[src/hw/rtl/svel_pkg.sv]
// ----------------------------------------------------------------------------
// svel_pkg
// Shared types, codes and the quarter-sine gain table of the sampler voice.
// ----------------------------------------------------------------------------
package svel_pkg;

    localparam int MAX_FRAMES  = 65536;
    localparam int ENV_STEPS   = 1024;
    localparam int ADDR_W      = 16;
    localparam int POS_W       = 17;
    localparam int PHASE_W     = 27;
    localparam int STEP_W      = 26;
    localparam int GAIN_W      = 17;
    localparam int ROM_AW      = 11;
    localparam int CFG_IDX_W   = 3;
    localparam int CFG_DATA_W  = 26;
    localparam int IN_DATA_W   = 48;
    localparam int OUT_DATA_W  = 40;

    localparam logic [GAIN_W-1:0] UNITY = 17'd32768;
    localparam longint unsigned Q30 = 64'd1073741824;
    localparam longint unsigned HALF_PI_Q30 = 64'd1686629713;

    localparam logic [1:0] FUNC_LOAD = 2'd0;
    localparam logic [1:0] FUNC_PLAY = 2'd1;
    localparam logic [1:0] FUNC_STOP = 2'd2;
    localparam logic [1:0] FUNC_TICK = 2'd3;

    localparam logic [CFG_IDX_W-1:0] CFG_FRAME_COUNT   = 3'd0;
    localparam logic [CFG_IDX_W-1:0] CFG_LOOP_ENABLE   = 3'd1;
    localparam logic [CFG_IDX_W-1:0] CFG_ATTACK_FRAMES = 3'd2;
    localparam logic [CFG_IDX_W-1:0] CFG_ATTACK_STEP   = 3'd3;
    localparam logic [CFG_IDX_W-1:0] CFG_XFADE_FRAMES  = 3'd4;
    localparam logic [CFG_IDX_W-1:0] CFG_XFADE_STEP    = 3'd5;
    localparam logic [CFG_IDX_W-1:0] CFG_RELEASE_STEP  = 3'd6;

    typedef enum logic [3:0] {
        S_IDLE, S_SEL, S_RD0, S_RD1, S_RD2, S_RD3, S_GM, S_GR,
        S_ML1, S_ML2, S_MR1, S_MR2, S_RL, S_RR, S_FIN
    } t_state;

    typedef enum logic [3:0] {
        CMD_NONE, CMD_ACCEPT, CMD_SEL, CMD_RD0, CMD_RD1, CMD_RD2, CMD_RD3,
        CMD_GM, CMD_GR, CMD_ML1, CMD_ML2, CMD_MR1, CMD_MR2, CMD_RL, CMD_RR,
        CMD_COMMIT
    } t_cmd;

    typedef enum logic [2:0] {
        BR_ATTACK, BR_XFADE, BR_WRAP, BR_END, BR_PLAIN
    } t_branch;

    typedef struct packed {
        logic playing;
        logic out_free;
    } t_status;

    typedef logic [GAIN_W-1:0] t_gain_rom [0:ENV_STEPS];

    function automatic logic [GAIN_W-1:0] sine_gain(input longint unsigned i);
        longint unsigned t;
        longint unsigned t2;
        longint unsigned u;
        longint unsigned g;
        t  = i * HALF_PI_Q30 / ENV_STEPS;
        t2 = (t * t) >> 30;
        u  = Q30 - t2 / 110;
        u  = Q30 - ((t2 * u) >> 30) / 72;
        u  = Q30 - ((t2 * u) >> 30) / 42;
        u  = Q30 - ((t2 * u) >> 30) / 20;
        u  = Q30 - ((t2 * u) >> 30) / 6;
        g  = (((t * u) >> 30) + 64'd16384) >> 15;
        if (g > 64'd32768) begin
            g = 64'd32768;
        end
        return g[GAIN_W-1:0];
    endfunction

    function automatic t_gain_rom gain_rom();
        t_gain_rom r;
        for (int k = 0; k <= ENV_STEPS; k++) begin
            r[k] = sine_gain(longint'(k));
        end
        return r;
    endfunction

    function automatic logic [PHASE_W-1:0] phase_add(input logic [PHASE_W-1:0] p,
                                                     input logic [STEP_W-1:0] s);
        logic [PHASE_W:0] sum;
        sum = {1'b0, p} + {2'b00, s};
        return sum[PHASE_W] ? {PHASE_W{1'b1}} : sum[PHASE_W-1:0];
    endfunction

endpackage

[src/hw/rtl/svel_ctrl.sv]
// ----------------------------------------------------------------------------
// svel_ctrl
// Sequencer of the voice: accepts items and steps the datapath through a tick.
// ----------------------------------------------------------------------------
module svel_ctrl (
    input  logic              i_clk,
    input  logic              i_rst_n,
    input  logic              s_axis_tvalid,
    output logic              s_axis_tready,
    input  logic [1:0]        s_axis_tuser,   // func
    input  svel_pkg::t_status i_status,
    output svel_pkg::t_cmd    o_cmd
);

    svel_pkg::t_state r_state;
    svel_pkg::t_state n_state;

    always_ff @(posedge i_clk) begin
        if (!i_rst_n) begin
            r_state <= svel_pkg::S_IDLE;
        end else begin
            r_state <= n_state;
        end
    end

    always_comb begin
        n_state       = r_state;
        o_cmd         = svel_pkg::CMD_NONE;
        s_axis_tready = 1'b0;
        case (r_state)
            svel_pkg::S_IDLE: begin
                s_axis_tready = 1'b1;
                if (s_axis_tvalid) begin
                    o_cmd = svel_pkg::CMD_ACCEPT;
                    if (s_axis_tuser == svel_pkg::FUNC_TICK) begin
                        n_state = i_status.playing ? svel_pkg::S_SEL : svel_pkg::S_FIN;
                    end
                end
            end
            svel_pkg::S_SEL: begin o_cmd = svel_pkg::CMD_SEL; n_state = svel_pkg::S_RD0; end
            svel_pkg::S_RD0: begin o_cmd = svel_pkg::CMD_RD0; n_state = svel_pkg::S_RD1; end
            svel_pkg::S_RD1: begin o_cmd = svel_pkg::CMD_RD1; n_state = svel_pkg::S_RD2; end
            svel_pkg::S_RD2: begin o_cmd = svel_pkg::CMD_RD2; n_state = svel_pkg::S_RD3; end
            svel_pkg::S_RD3: begin o_cmd = svel_pkg::CMD_RD3; n_state = svel_pkg::S_GM;  end
            svel_pkg::S_GM:  begin o_cmd = svel_pkg::CMD_GM;  n_state = svel_pkg::S_GR;  end
            svel_pkg::S_GR:  begin o_cmd = svel_pkg::CMD_GR;  n_state = svel_pkg::S_ML1; end
            svel_pkg::S_ML1: begin o_cmd = svel_pkg::CMD_ML1; n_state = svel_pkg::S_ML2; end
            svel_pkg::S_ML2: begin o_cmd = svel_pkg::CMD_ML2; n_state = svel_pkg::S_MR1; end
            svel_pkg::S_MR1: begin o_cmd = svel_pkg::CMD_MR1; n_state = svel_pkg::S_MR2; end
            svel_pkg::S_MR2: begin o_cmd = svel_pkg::CMD_MR2; n_state = svel_pkg::S_RL;  end
            svel_pkg::S_RL:  begin o_cmd = svel_pkg::CMD_RL;  n_state = svel_pkg::S_RR;  end
            svel_pkg::S_RR:  begin o_cmd = svel_pkg::CMD_RR;  n_state = svel_pkg::S_FIN; end
            svel_pkg::S_FIN: begin
                if (i_status.out_free) begin
                    o_cmd   = svel_pkg::CMD_COMMIT;
                    n_state = svel_pkg::S_IDLE;
                end
            end
            default: n_state = svel_pkg::S_IDLE;
        endcase
    end

endmodule

[config.mk]
export PLATFORM = sky130hd
export DESIGN_NAME = svel_ctrl
export DESIGN_NICKNAME = d
export VERILOG_FILES = /design/src/hw/rtl/svel_pkg.sv /design/src/hw/rtl/svel_ctrl.sv
export SDC_FILE = /design/constraint.sdc
export NUM_CORES = 1
export LEC_CHECK = 0
export CAP_MARGIN = 20
export CORE_AREA = 4 4 41 43
export CTS_BUF_LIST = sky130_fd_sc_hd__clkbuf_8
export DETAILED_ROUTE_END_ITERATION = 10
export DIE_AREA = 0 0 45 47
export DONT_BUFFER_PORTS = 1
export GPL_TIMING_DRIVEN = 1
export HOLD_SLACK_MARGIN = 0.1
export PLACE_DENSITY = 0.53
export SYNTH_ARGS = -nofsm -noshare
export SYNTH_HDL_FRONTEND = slang
export SYNTH_SLANG_ARGS = --single-unit
[constraint.sdc]
create_clock -name i_clk -period 2.9 [get_ports i_clk]
set_input_delay 0.29 -clock i_clk [delete_from_list [all_inputs] [get_ports i_clk]]
set_output_delay 0.29 -clock i_clk [all_outputs]
set_load 0.1 [all_outputs]
==> qor.yml, run 1 <==
top_layer_used: "met3"
clock_skew_ns: 0.00266
final_util_pct: 34.8
track_usage_pct: 9.08
yosys_warnings: 0
route.detailed.drc: 0
final_common_cell: "nand2_1"
grt_max_degree: 18
crit_path_end_kind: "primary output"
startpoint_type: "register"
status: "finished clean"
cts_setup_buffers: 0
largest_register: "r_state"
routabilityCongestion: 0.767
dieArea_mm2: 0.00212
wl_met3_um: 52
min_period_over_period_pct: 72.2
rows: 13
path_class: "register to primary output"
synth.largest_area_cell: "dfxtp_1"
core_mm2: 0.00130
cts-resized-gates: 0
worst_ep_arrival_time_ns: 1.80
hold_viol_final: 0
drv_slew: 0
via_per_inst: 5.38
pin_count: 12
grt_pass1_wl_mm: 1.43
initial_core_util_pct: 29.1
routed-via-count: 344
htreeDepth: 1
first_iter_violations: 1
cts-buffers-inserted: 3
max_freq_mhz: 477
hpwl_um: 597
period_minus_slack_ns: 2.09
rsz0062_at_grt: "false"
syn_nets: 54
fin_nets: 58
layout_common_cells: "nand2_1 (7), buf_4 (4), dfxtp_1 (4)"
cts.clk_slew.worst_paths_ns: 0.03
cts_tree: "done"
dr_wl_met2_um: 371
grt_pass1_vias: 310
min_path_type: "input port to register"
wl_met1_um: 373
worstPathRequired_ns: 2.61
dr.pass1.iters: 4
die_h_um: 47
wl_per_cell_um: 12.5
clockRootBuffer: "clkbuf_8"
yosysTopAreaCellShare_pct: 21.1
worst_pin_slew_ns: 0.673
areaGrowthSynthToFinish_pct: 19.5
synthTopCellsByArea: "dfxtp_1 (21%), buf_6 (8.9%), nand2_1 (6.9%)"
synth_cell_types: 27
ys_seq_elements: 4
antenna_found_initial: 0
clock_latency_ns: 0.21
hold_ws_ns: 0.235
clock_path_buffers: 2
grt_overflow_total: 0
synth_area_um2: 379
largest_reg_flops: 4
slew_headroom_pct: 55.1
antennaDiodeCount: 0
avgSynthCellArea_um2: 8.07
drt_wl_total_um: 797
fin_tns_setup_ns: 0
ys_seq_area_share_pct: 21.1
top_regs: "r_state x4"
synthCells: 47
die_x_um: 45
ant_nets: 0
cap_violations: 0
port_buffers: 0
layout-drive-gt1-share_pct: 32.7
finalSetupViolations: 0
postCtsHoldBufs: 0
cts.sinks: 4
critPathMaxFanout: 12
-- cells in the mapped netlist, drive strengths merged --
library cell	number
a21boi	1
a21o	1
a21oi	1
a311oi	1
buf	5
dfxtp	4
mux2	1
nand2	8
nand3	3
nand4b	1
nand4bb	1
nor2	2
nor2b	2
nor3	2
nor4	3
nor4b	1
o211a	1
o21ai	6
o21bai	1
o31ai	1
o41ai	1
-- kinds of logic (layout without fill, tap and decap cells) --
kind of cell	count (synthesis)	count (layout)	synth area share, %
flops	4	4	21.1
buf+inv	5	7	12.2
simple gates	23	23	38.9
compound gates	14	14	24.8
mux	1	1	2.97
-- worst max-delay path: stages (launching register included) --
cell,delay [ns]
dfxtp_1,0.56
nor2b_1,0.40
a21oi_1,0.11
mux2_2,0.51
-- final cells by class --
class | count | area (um^2)
clock buffer | 3 | 41.3
fill | 147 | 848
sequential | 4 | 80.1
timing repair buffer | 4 | 30.0
multi-input combinational | 38 | 283
tap | 15 | 18.8
-- per-stage QoR --
| stage | worst slack (ns) | cell area [um^2] | std cells |
|---|---|---|---|
| finish | 0.806 | 453 | 64 |
| global route | 0.627 | 453 | 64 |
| CTS | 0.801 | 453 | 64 |
| detailed placement | 1.03 | 412 | 61 |
| global placement | 1.07 | 412 | 61 |
| floorplan | 0.221 | 385 | 47 |
-- final timing paths --
| path | from | end | slack [ns] | depth (start not counted) |
|---|---|---|---|---|
| min | i_rst_n | r_state[3] | 0.23 | 2 |
| max reg2reg | r_state[2] | r_state[1] | 1.34 | 5 |
| min reg2reg | r_state[3] | r_state[3] | 0.81 | 3 |
| max | r_state[3] | o_cmd[1] | 0.81 | 3 |
-- per-layer routing --
metal | vias to the layer above | GRT usage, %
met5 | - | 0
met4 | 0 | 1.75
met3 | 0 | 3.07
met2 | 9 | 13.0
met1 | 153 | 13.2
li1 | 182 | -
Power of run 1 is not shown: default switching activity piles up to over one toggle a cycle in this logic, so the estimate is an artifact.
==> inputs of run 2 (changes only) <==
--- a/config.mk
+++ b/config.mk
@@ -5,6 +5,7 @@
 export SDC_FILE = /design/constraint.sdc
 export NUM_CORES = 1
 export LEC_CHECK = 0
+export ABC_AREA = 1
 export CAP_MARGIN = 20
 export CORE_AREA = 4 4 41 43
 export CTS_BUF_LIST = sky130_fd_sc_hd__clkbuf_8
@@ -13,7 +14,7 @@
 export DONT_BUFFER_PORTS = 1
 export GPL_TIMING_DRIVEN = 1
 export HOLD_SLACK_MARGIN = 0.1
-export PLACE_DENSITY = 0.53
+export PLACE_DENSITY = 0.51
 export SYNTH_ARGS = -nofsm -noshare
 export SYNTH_HDL_FRONTEND = slang
 export SYNTH_SLANG_ARGS = --single-unit
==> constraint.sdc (replaced) <==
create_clock -name i_clk -period 2.03 [get_ports i_clk]
set_input_delay 0.203 -clock i_clk [delete_from_list [all_inputs] [get_ports i_clk]]
set_output_delay 0.203 -clock i_clk [all_outputs]
set_load 0.1 [all_outputs]
==> run 2 against run 1 <==
Effect of this change:
- cell count up 30%
- cell area rose by 9.9%
- first-iteration DRC count is the same
==> qor.yml, run 2 <==
route.detailed.drc: 0  # unchanged
htreeDepth: 1  # unchanged
grt_overflow_total: 0  # unchanged
cts_setup_buffers: 0  # unchanged
track_usage_pct: 9.34  # was 9.08%
slowest_delay_ns: 0.39  # was 0.56 ns
cts_tree: "done"  # unchanged
areaGrowthSynthToFinish_pct: 42.1  # was 19.5%
die_h_um: 47  # unchanged
fillers: 153  # was 147
ant_nets: 0  # unchanged
grt_max_degree: 7  # was 18
path_cells: "nand2_2 -> nor3_1 -> a21oi_1 -> o211ai_1 -> clkbuf_16"  # was nor2b_1 -> a21oi_1 -> mux2_2
syn_nets: 67  # was 54
initial_core_util_pct: 26.9  # was 29.1%
rrSetupSlack_ns: 0.93  # was 1.34 ns
finalSetupViolations: 0  # unchanged
final_common_cell: "nand2_1"  # unchanged
worst_pin_slew_ns: 0.279  # was 0.673 ns
async_flop_share_pct: 0  # unchanged
clock_latency_ns: 0.21  # about the same
largest_reg_flops: 4  # unchanged
setup.worst_path.end: "o_cmd[3]"  # was o_cmd[1]
grt_pass1_wl_mm: 1.43  # unchanged
postCtsHoldBufs: 0  # unchanged
layout_common_cells: "nand2_1 (21), inv_1 (11), a21oi_1 (5)"  # was nand2_1 (7), buf_4 (4), dfxtp_1 (4)
reg2reg_depth: 6  # was 5
die_x_um: 45  # unchanged
pin_count: 12  # unchanged
rows: 13  # unchanged
drv_slew: 0  # unchanged
synthTopCellsByArea: "dfxtp_1 (23%), nand2_1 (22%), inv_1 (12%)"  # was dfxtp_1 (21%), buf_6 (8.9%), nand2_1 (6.9%)
synth_commonest_cells: "nand2_1 (21), inv_1 (11), a21oi_1 (5)"  # was nand2_1 (7), dfxtp_1 (4), buf_6 (3), o21ai_0 (3), o21ai_1 (3)
antenna_found_initial: 0  # unchanged
crit_cells: 5  # was 3
cts.sinks: 4  # unchanged
startpoint_type: "register"  # unchanged
layout-drive-gt1-share_pct: 27.9  # was 32.7%
timing.rr.end: "r_state[2]"  # was r_state[1]
path_class: "register to primary output"  # unchanged
fin_nets: 77  # was 58
period_minus_slack_ns: 1.69
hp-start: "i_rst_n"  # unchanged
crit_path_end_kind: "primary output"  # unchanged
synthMostInstantiatedCell: "nand2_1"  # unchanged
worstPathRequired_ns: 1.83  # was 2.61 ns
wl_per_cell_um: 9.70  # was 12.5 um
dr.pass1.iters: 2  # was 4
ys_seq_elements: 4  # unchanged
routabilityCongestion: 0.724  # was 0.767
synthCells: 60  # was 47
hpwl_um: 690  # was 597 um
first_iter_violations: 1  # unchanged
top_regs: "r_state x4"  # unchanged
status: "finished clean"  # unchanged
critPathTopFamily: "flip-flops"  # unchanged
min_period_over_period_pct: 83.2
largest_register: "r_state"  # unchanged
slew_headroom_pct: 81.6  # was 55.1%
max_freq_mhz: 592
cts.clk_slew.worst_paths_ns: 0.03  # about the same
core_mm2: 0.00130  # unchanged
yosysTopAreaCellShare_pct: 22.9  # was 21.1%
grt_pass1_vias: 378  # was 310
synth_area_um2: 350  # was 379 um^2
ys_seq_area_share_pct: 22.9  # was 21.1%
hold_ws_ns: 0.179  # was 0.235 ns
hold_viol_final: 0  # unchanged
min_path_type: "input port to register"  # unchanged
antennaDiodeCount: 0  # unchanged
final_util_pct: 38.3  # was 34.8%
cpMaxStageDelayCell: "dfxtp_2"  # was dfxtp_1
worst_ep_arrival_time_ns: 1.49  # was 1.80 ns
r2r-start: "r_state[3]"  # was r_state[2]
clock_path_buffers: 2  # unchanged
dieArea_mm2: 0.00212  # unchanged
critPathMaxFanout: 6  # was 12
cap_violations: 0  # unchanged
routed-via-count: 372  # was 344
port_buffers: 0  # unchanged
synth_flop_cell: "dfxtp_1"  # unchanged
fin_tns_setup_ns: 0  # unchanged
cts-buffers-inserted: 3  # unchanged
critPathBufInv: 1  # was 0
clockRootBuffer: "clkbuf_8"  # unchanged
crit_start: "r_state[2]"  # was r_state[3]
clock_skew_ns: 0.00352  # was 0.00266 ns
yosys_warnings: 0  # unchanged
cts-resized-gates: 0  # unchanged
drt_wl_total_um: 805  # was 797 um
synth_edf_count: 0  # unchanged
avgSynthCellArea_um2: 5.84  # was 8.07 um^2
synth_cell_types: 15  # was 27
via_per_inst: 4.48  # was 5.38
rsz0062_at_grt: "false"  # unchanged
synth.largest_area_cell: "dfxtp_1"  # unchanged
run 2: changes by cell type in the layout (fill, tap and decap cells not counted), moves of 3 or more:
cell      delta
nand2_1     +14
inv_1       +11
a21oi_1      +4
dfxtp_1      -4
dfxtp_2      +4
o211ai_1     +3
o21ai_1      -3
run 2: metal layers:
| metal | vias to the layer above | GRT usage, % | part of all wire, % |
|---|---|---|---|
| met5 | - | 0 | 0 |
| met4 | 0 | 3.51 | 0 |
| met3 | 0 | 3.45 | 1.4 |
| met2 | 3 | 15.3 | 50 |
| met1 | 166 | 11.2 | 48 |
| li1 | 203 | - | - |
run 2: area by class of cell:
class,count,area (um^2),share of cell area (%)
multi-input combinational,44,235,47.2
sequential,4,85.1,17.1
clock buffer,3,41.3,8.29
inverter,12,45.0,9.05
tap,15,18.8,3.77
timing repair buffer,5,72.6,14.6
run 2: how the worst min path moves through the flow:
| stage | to | slack [ns] | depth (start not counted) |
|---|---|---|---|
| floorplan | r_state[0] | 0.36 | 2 |
| global placement | r_state[0] | 0.39 | 2 |
| detailed placement | r_state[2] | 0.40 | 2 |
| CTS | r_state[2] | 0.18 | 2 |
| global route | r_state[2] | 0.20 | 2 |
| finish | r_state[2] | 0.18 | 2 |
run 2: logic make-up (layout without fill, tap and decap cells):
family	count (synthesis)	in the layout	share of synthesized area, %
DFF	4	4	22.9
buffers and inverters	12	20	12.9
and+or+nand+nor	35	35	49.3
AOI/OAI and AO/OA	9	9	15.0
run 2: metrics by stage:
| step | area (um^2) | worst slack (ns) | instances |
|---|---|---|---|
| 2_1_floorplan | 365 | -0.182 | 60 |
| 3_3_place_gp | 457 | 0.600 | 80 |
| 3_5_place_dp | 457 | 0.567 | 80 |
| 4_1_cts | 498 | 0.338 | 83 |
| 5_1_grt | 498 | 0.254 | 83 |
| 6_report | 498 | 0.341 | 83 |
Power of run 2 is left out for the same reason.
